File: src/mbcrc_pkg.sv
// mbcrc_pkg: shared types, codes and the CRC-16 byte step for the Modbus-RTU frame engine
// no dependencies; compile first
`default_nettype none

package mbcrc_pkg;

	localparam logic [15:0] CRC_INIT  = 16'hFFFF;
	localparam logic [15:0] CRC_POLY  = 16'hA001;
	localparam logic [7:0]  BCAST     = 8'h00;
	localparam logic [7:0]  CNT_MAX   = 8'hFF;
	localparam logic [2:0]  MIN_FRAME = 3'd4;

	// input action codes
	localparam logic ACT_TX = 1'b0;
	localparam logic ACT_RX = 1'b1;

	// result kind codes
	localparam logic KIND_SEND   = 1'b0;
	localparam logic KIND_STATUS = 1'b1;

	// receive status codes
	localparam logic [2:0] ST_OK    = 3'd0;
	localparam logic [2:0] ST_SHORT = 3'd1;
	localparam logic [2:0] ST_ADDR  = 3'd2;
	localparam logic [2:0] ST_CRC   = 3'd3;
	localparam logic [2:0] ST_EXC   = 3'd4;

	typedef struct packed {
		logic [2:0] status;
		logic [7:0] code;
		logic [7:0] length;
	} rx_status_t;

	// one input's worth of results: a single entry, or byte then crc low then crc high
	typedef struct packed {
		logic        kind;
		logic        three;
		logic [7:0]  b0;
		logic [15:0] crc;
		logic [2:0]  status;
		logic [7:0]  code;
		logic [7:0]  length;
	} res_t;

	// reflected crc-16, one byte, lsb first
	function automatic logic [15:0] crc_step(input logic [15:0] crc, input logic [7:0] b);
		logic [15:0] c;
		c = crc ^ {8'h00, b};
		for (int i = 0; i < 8; i++) begin
			c = c[0] ? ((c >> 1) ^ CRC_POLY) : (c >> 1);
		end
		return c;
	endfunction

endpackage

`default_nettype wire

File: src/mbcrc_rx.sv
// mbcrc_rx: receive-side frame checker with two-byte delay line and status priority
// depends on mbcrc_pkg
`default_nettype none

module mbcrc_rx (
	input  wire logic                   clk,
	input  wire logic                   arst_n,
	input  wire logic                   fire,
	input  wire logic [7:0]             data_byte,
	input  wire logic                   last,
	input  wire logic [7:0]             own_address,
	output mbcrc_pkg::rx_status_t       rx_status
);

	logic [2:0]  seen_q;
	logic [7:0]  count_q;
	logic [15:0] crc_q;
	logic [7:0]  d0_q;
	logic [7:0]  d1_q;
	logic [7:0]  addr_q;
	logic [7:0]  func_q;
	logic [7:0]  code_q;

	logic [2:0]  seen_n;
	logic [7:0]  count_n;
	logic [15:0] crc_n;
	logic [7:0]  addr_n;
	logic [7:0]  func_n;
	logic [7:0]  code_n;
	logic [15:0] got;

	always_comb begin
		addr_n  = (seen_q == 3'd0) ? data_byte : addr_q;
		func_n  = (seen_q == 3'd1) ? data_byte : func_q;
		code_n  = (seen_q == 3'd2) ? data_byte : code_q;
		// the two newest bytes stay out of the crc
		crc_n   = (seen_q >= 3'd2) ? mbcrc_pkg::crc_step(crc_q, d0_q) : crc_q;
		seen_n  = (seen_q < mbcrc_pkg::MIN_FRAME) ? seen_q + 3'd1 : seen_q;
		count_n = (count_q != mbcrc_pkg::CNT_MAX) ? count_q + 8'd1 : count_q;
		got     = {data_byte, d1_q};

		rx_status.code   = 8'h00;
		rx_status.length = count_n;
		if (seen_n < mbcrc_pkg::MIN_FRAME) begin
			rx_status.status = mbcrc_pkg::ST_SHORT;
		end else if (addr_n != own_address && addr_n != mbcrc_pkg::BCAST) begin
			rx_status.status = mbcrc_pkg::ST_ADDR;
		end else if (crc_n != got) begin
			rx_status.status = mbcrc_pkg::ST_CRC;
		end else if (func_n[7]) begin
			rx_status.status = mbcrc_pkg::ST_EXC;
			rx_status.code   = code_n;
		end else begin
			rx_status.status = mbcrc_pkg::ST_OK;
		end
	end

	always_ff @(posedge clk or negedge arst_n) begin
		if (!arst_n) begin
			seen_q  <= 3'd0;
			count_q <= 8'd0;
			crc_q   <= mbcrc_pkg::CRC_INIT;
			d0_q    <= 8'h00;
			d1_q    <= 8'h00;
			addr_q  <= 8'h00;
			func_q  <= 8'h00;
			code_q  <= 8'h00;
		end else if (fire) begin
			if (last) begin
				seen_q  <= 3'd0;
				count_q <= 8'd0;
				crc_q   <= mbcrc_pkg::CRC_INIT;
				d0_q    <= 8'h00;
				d1_q    <= 8'h00;
				addr_q  <= 8'h00;
				func_q  <= 8'h00;
				code_q  <= 8'h00;
			end else begin
				seen_q  <= seen_n;
				count_q <= count_n;
				crc_q   <= crc_n;
				d0_q    <= d1_q;
				d1_q    <= data_byte;
				addr_q  <= addr_n;
				func_q  <= func_n;
				code_q  <= code_n;
			end
		end
	end

	a_seen_cap: assert property (@(posedge clk) disable iff (!arst_n)
		seen_q <= mbcrc_pkg::MIN_FRAME)
		else $error("receive byte tally above cap");

	a_count_track: assert property (@(posedge clk) disable iff (!arst_n)
		seen_q < mbcrc_pkg::MIN_FRAME |-> count_q == {5'd0, seen_q})
		else $error("receive count out of step with byte tally");

endmodule

`default_nettype wire

File: config.mk
export PLATFORM = sky130hd
export DESIGN_NAME = mbcrc_rx
export DESIGN_NICKNAME = d
export VERILOG_FILES = /design/src/mbcrc_pkg.sv /design/src/mbcrc_rx.sv
export SDC_FILE = /design/constraint.sdc
export NUM_CORES = 1
export LEC_CHECK = 0
export BUFFER_PORTS_ARGS = -buffer_cell sky130_fd_sc_hd__buf_2
export CAP_MARGIN = 25
export CELL_PAD_IN_SITES_DETAIL_PLACEMENT = 0
export CELL_PAD_IN_SITES_GLOBAL_PLACEMENT = 2
export CORE_UTILIZATION = 30
export CTS_BUF_LIST = sky130_fd_sc_hd__clkbuf_4 sky130_fd_sc_hd__clkbuf_8
export DETAILED_ROUTE_END_ITERATION = 8
export HOLD_SLACK_MARGIN = 0.08
export PLACE_DENSITY_LB_ADDON = 0.1
export SYNTH_ARGS = -nofsm -noshare
export SYNTH_HDL_FRONTEND = slang
export SYNTH_SLANG_ARGS = --single-unit
File: constraint.sdc
create_clock -name clk -period 6.3 [get_ports clk]
set_clock_uncertainty 0.2 [all_clocks]
set_input_delay 0.315 -clock clk [delete_from_list [all_inputs] [get_ports clk]]
set_output_delay 0.315 -clock clk [all_outputs]
set_load 0.01 [all_outputs]
### Word level (Yosys, flattened, before mapping)

Index checks and enable logic that the tools add are counted.
W data, S select, Z words.

| cells by class | value |
|---|---|
| reduce and logical (&&, ||, !) cells | 3 |
| muxes and demuxes | 30 |
| $add $sub $neg | 2 |
| bitwise logic cells | 9 |
| order comparisons | 3 |
| equality and inequality tests | 5 |

Operators by type and width:

| kind | number |
|---|---|
| $mux W16 | 10 |
| $mux W8 | 14 |
| $not A2 Y3 | 8 |
| $mux W3 | 6 |
| $ne A16 B16 Y1 | 1 |
| $xor A16 B8 Y16 | 1 |
| $add A8 B1 Y8 const B | 1 |
| $ne A8 B8 Y1 | 1 |
| $ne A8 B8 Y1 const B | 1 |
| $reduce_bool A8 Y1 | 1 |
| $lt A3 B3 Y1 const B | 2 |
| $add A3 B1 Y3 const B | 1 |
| $eq A3 B1 Y1 const B | 1 |
| $eq A3 B2 Y1 const B | 1 |
| $ge A3 B2 Y1 const B | 1 |
| $logic_not A3 Y1 | 1 |
| $logic_and A1 B1 Y1 | 1 |

| storage, ports and cells | value |
|---|---|
| input bits | 20 |
| word-level logic and storage cells | 60 |
| register bits | 60 |

### Logic depth before layout (Yosys ltp)

| depth | value |
|---|---|
| depth after elaboration | 22 |
| gate-level depth with buffers | 11 |
| mapped depth without buffers | 10 |

### Least setup slack after synthesis

No wires, ideal clock.

| timing path | value |
|---|---|
| path type | register to output |
| from | reg crc_q[6] |
| to | out rx_status[10] in the netlist's numbering |
| data arrival time | 2.634 ns |
| required time | 5.785 ns |
| stages on the path, launching flop included | 9 |
| buffers on the path | 0 |
| setup slack | 3.151 ns |
| path through | dfstp_2 > xnor2_2 > xnor3_1 > xor3_1 > nand2_1 > mux2_1 > a311oi_2 > nand4b_4 > nor3_1 |

RTL lines:

| element | RTL line | RTL |
|---|---|---|
| from (decl) | mbcrc_rx.sv:17 | `logic [15:0] crc_q;` |
| from (signal assigned) | mbcrc_rx.sv:62 | `crc_q <= mbcrc_pkg::CRC_INIT;` |
| from (signal assigned) | mbcrc_rx.sv:72 | `crc_q <= mbcrc_pkg::CRC_INIT;` |
| from (signal assigned) | mbcrc_rx.sv:81 | `crc_q <= crc_n;` |
| to (decl) | mbcrc_rx.sv:12 | `output mbcrc_pkg::rx_status_t rx_status` |

==> flow_summary.toml <==
[status]
status = "completed"

[floorplanning]
num_rows = 42
dieArea_um2 = 14000
io_pins = 39
initial_utilization_pct = 30.66
die-height_um = 118.3
core_area_um2 = 13240
fp.dieW_um = 118.3

[synth]
synth_compound_area_share_pct = 22.28
synthFlopType = "dfrtp_1"
yosysSeqAreaShare_pct = 37.47
syn_area_um2 = 4060
syn_nets = 421
synthArstFlopShare_pct = 100.0
synth.avg_cell_area_um2 = 10.25
synth.distinct_cells = 62
synth_seq_cells = 60
yosysWarnings = 0
syn_inst = 396
synth-xor-area-share_pct = 14.55
yosys.area_share.simple_pct = 12.17
synth_top_family_by_area = "compound AO/OA/AOI/OAI gates"
synth_fa_ha_area_share_pct = 1.541
synth_edf_count = 0
synthMuxAreaShare_pct = 5.547

[global_route]
grt_pass1_vias = 3117
grt.overflow.total = 0
grt_start_max_net_pins = 61
antenna_found_initial = 0
grt_pass1_wl_mm = 17.66
track_usage_pct = 16.74

[final_layout]
final_cell_mix = "dfrtp_1, buf_2, nor2_1"
nNetsFinal = 446
syn2layout_area_growth_pct = 11.40
final_common_cell = "dfrtp_1"
antennaDiodeCount = 0
fin_util_pct = 34.16
layout-drive-gt1-share_pct = 22.54

[setup_path]
worstReg2RegEnd = "crc_q[0]$_DFFE_PN1P_"
cp.arrival_ps = 3570
worst_ep_required_time_ps = 5780
crit_slowest_cell = "or4b_1"
ff2ff_setup_slack_ps = 3790
critPathLaunchType = "register"
ff2ff_path_depth = 6
worstReg2RegStart = "crc_q[2]$_DFFE_PN1P_"
crit_family = "simple AND/OR/NAND/NOR gates"
endpoint_kind = "output port"
crit_path_cell_trace = "or2_1 -> buf_4 -> a2111oi_0 -> a221oi_1 -> or4b_1 -> nor3_4 -> nand4b_4 -> nor3_1 -> buf_2"
cp.buffers_inverters = 2
critPathMaxStageDelay_ps = 610
cp_max_fo = 30
critPathKind = "reg -> out"

[power_and_ir_drop]
p_leak_nw = 1.913
p_per_area_nw_per_um2 = 446.7
ir_drop_v = 0.0001363

[cts]
post_cts_buffers = 0
cts-htree-levels = 3
clk_latency_ps = 360
cts.path.max_buffers = 2
path_clk_slew_ps = 70
cts-root-buf = "clkbuf_8"
clock_sinks = 60
cts_tree = "built"
cts_buffers = 9

[sta]
setup_viol = 0
worstMarginPinSlew_ps = 944.2
hold_ws_ps = 146.1
finalCriticalPeriod_ps = 4082
relSlewSlack_pct = 37.06
drv_slew = 0
max_freq_mhz = 245.0
rsz0062_at_grt = "false"
hold_viol_final = 0
final.setup.tns_ps = 0
period_share_pct = 64.80

[placed_design]
dp_hpwl_mm = 6.948
port_buffers = 38
place_congestion = 0.7213

[detailed_routing]
wl_mm = 10.82
drc = 0
antenna_left = 0
wl_per_cell_um = 17.97
viasPerCell = 5.191
dr.pass1.iters = 4
vias = 3125
first_iter_violations = 188

[worst_hold_path]
min_path_type = "in -> reg"
worstHoldStart = "data_byte[1]"
worstHoldEndpoint = "d1_q[1]$_DFFE_PN0P_"
min_path_cells = 3

[flow_run]
maxCapViolCount = 0
## repair_timing
action | 4_1_cts | 5_1_grt
gates resized for setup | 0 | 0
endpoints found under the hold margin | 44 | 0
hold buffers | 1 | 0
## worst max path at each step
| stage | end | from | slack [ps] | depth (start not counted) |
|---|---|---|---|---|
| floorplan | rx_status[10] | crc_q[6]$_DFFE_PN1P_ | 3150 | 8 |
| global placement | rx_status[9] | seen_q[2]$_DFFE_PN0P_ | 2740 | 9 |
| detailed placement | rx_status[10] | seen_q[2]$_DFFE_PN0P_ | 2600 | 9 |
| CTS | rx_status[10] | seen_q[2]$_DFFE_PN0P_ | 2180 | 9 |
| global route | rx_status[14] | seen_q[2]$_DFFE_PN0P_ | 1900 | 9 |
| finish | rx_status[10] | seen_q[2]$_DFFE_PN0P_ | 2220 | 9 |
## layer usage
metal	vias to the layer above	global-route usage [%]	wire, um
met1	1529	23.16	5508
met2	65	25.26	4707
li1	1506	-	-
met4	0	7.692	254
met5	-	0	0
met3	25	3.041	344
## cell type report
type / count / area, um^2
Clock buffer: 15 / 193.9
Clock inverter: 1 / 5.005
Fill cell: 1415 / 8720
Inverter: 16 / 60.06
Multi-Input combinational cell: 289 / 2277
Sequential cell: 60 / 1521
Tap cell: 176 / 220.2
Timing Repair Buffer: 45 / 245.2
## cell usage after synthesis (all sizes together), types with 15 or more instances
cell type / count / area, um^2
a22oi: 15 / 112.6
mux2i: 18 / 180.2
clkbuf: 25 / 153.9
dfrtp: 44 / 1101
nand2: 16 / 60.06
o2bb2ai: 18 / 157.7
o22a: 22 / 195.2
inv: 16 / 60.06
nor2: 32 / 120.1
dfstp: 16 / 420.4
xor2: 16 / 155.2
nor3: 15 / 86.34
xnor2: 27 / 296.5
## logic make-up (layout without fill, tap and decap cells)
| logic type | after synthesis | count (layout) |
|---|---|---|
| flip-flops | 60 | 60 |
| XOR/XNOR | 49 | 49 |
| adder cells (fa/ha/maj) | 5 | 5 |
| multiplexers | 22 | 22 |
| AND/OR/NAND/NOR | 95 | 95 |
| AO/OA/AOI/OAI | 118 | 118 |
| buffers and inverters | 47 | 77 |
## worst reg2reg max path, cell delays in order (launching register included)
cell     delay [ps]
dfstp_2         570
xnor2_1         210
xor2_1          310
xnor3_2         550
xor3_1          240
o22a_1          190
o22a_1          170
## power by group
part / total [mW] / internal [mW] / switching (mW)
logic: 1.04 / 0.534 / 0.503
clock network: 0.356 / 0.194 / 0.161
registers: 0.628 / 0.515 / 0.113
total: 2.02 / 1.24 / 0.777
## flip-flops by register name (all words and copies together), names as in the netlist
name / flops
addr_q: 8
seen_q: 3
code_q: 8
count_q: 8
func_q: 1
crc_q: 16
d0_q: 8
d1_q: 8
## per-stage QoR
| step | instances | area [um^2] | setup slack (ps) | power [mW] |
|---|---|---|---|---|
| detailed placement | 585 | 4314 | 2596 | 1.677 |
| finish | 602 | 4523 | 2218 | 2.021 |
| global placement | 585 | 4314 | 2739 | 1.685 |
| floorplan | 396 | 4060 | 3151 | 1.505 |
| global route | 602 | 4523 | 1902 | 2.164 |
| CTS | 602 | 4523 | 2176 | 2.047 |
No activity file was read; power rests on OpenSTA's default activity.
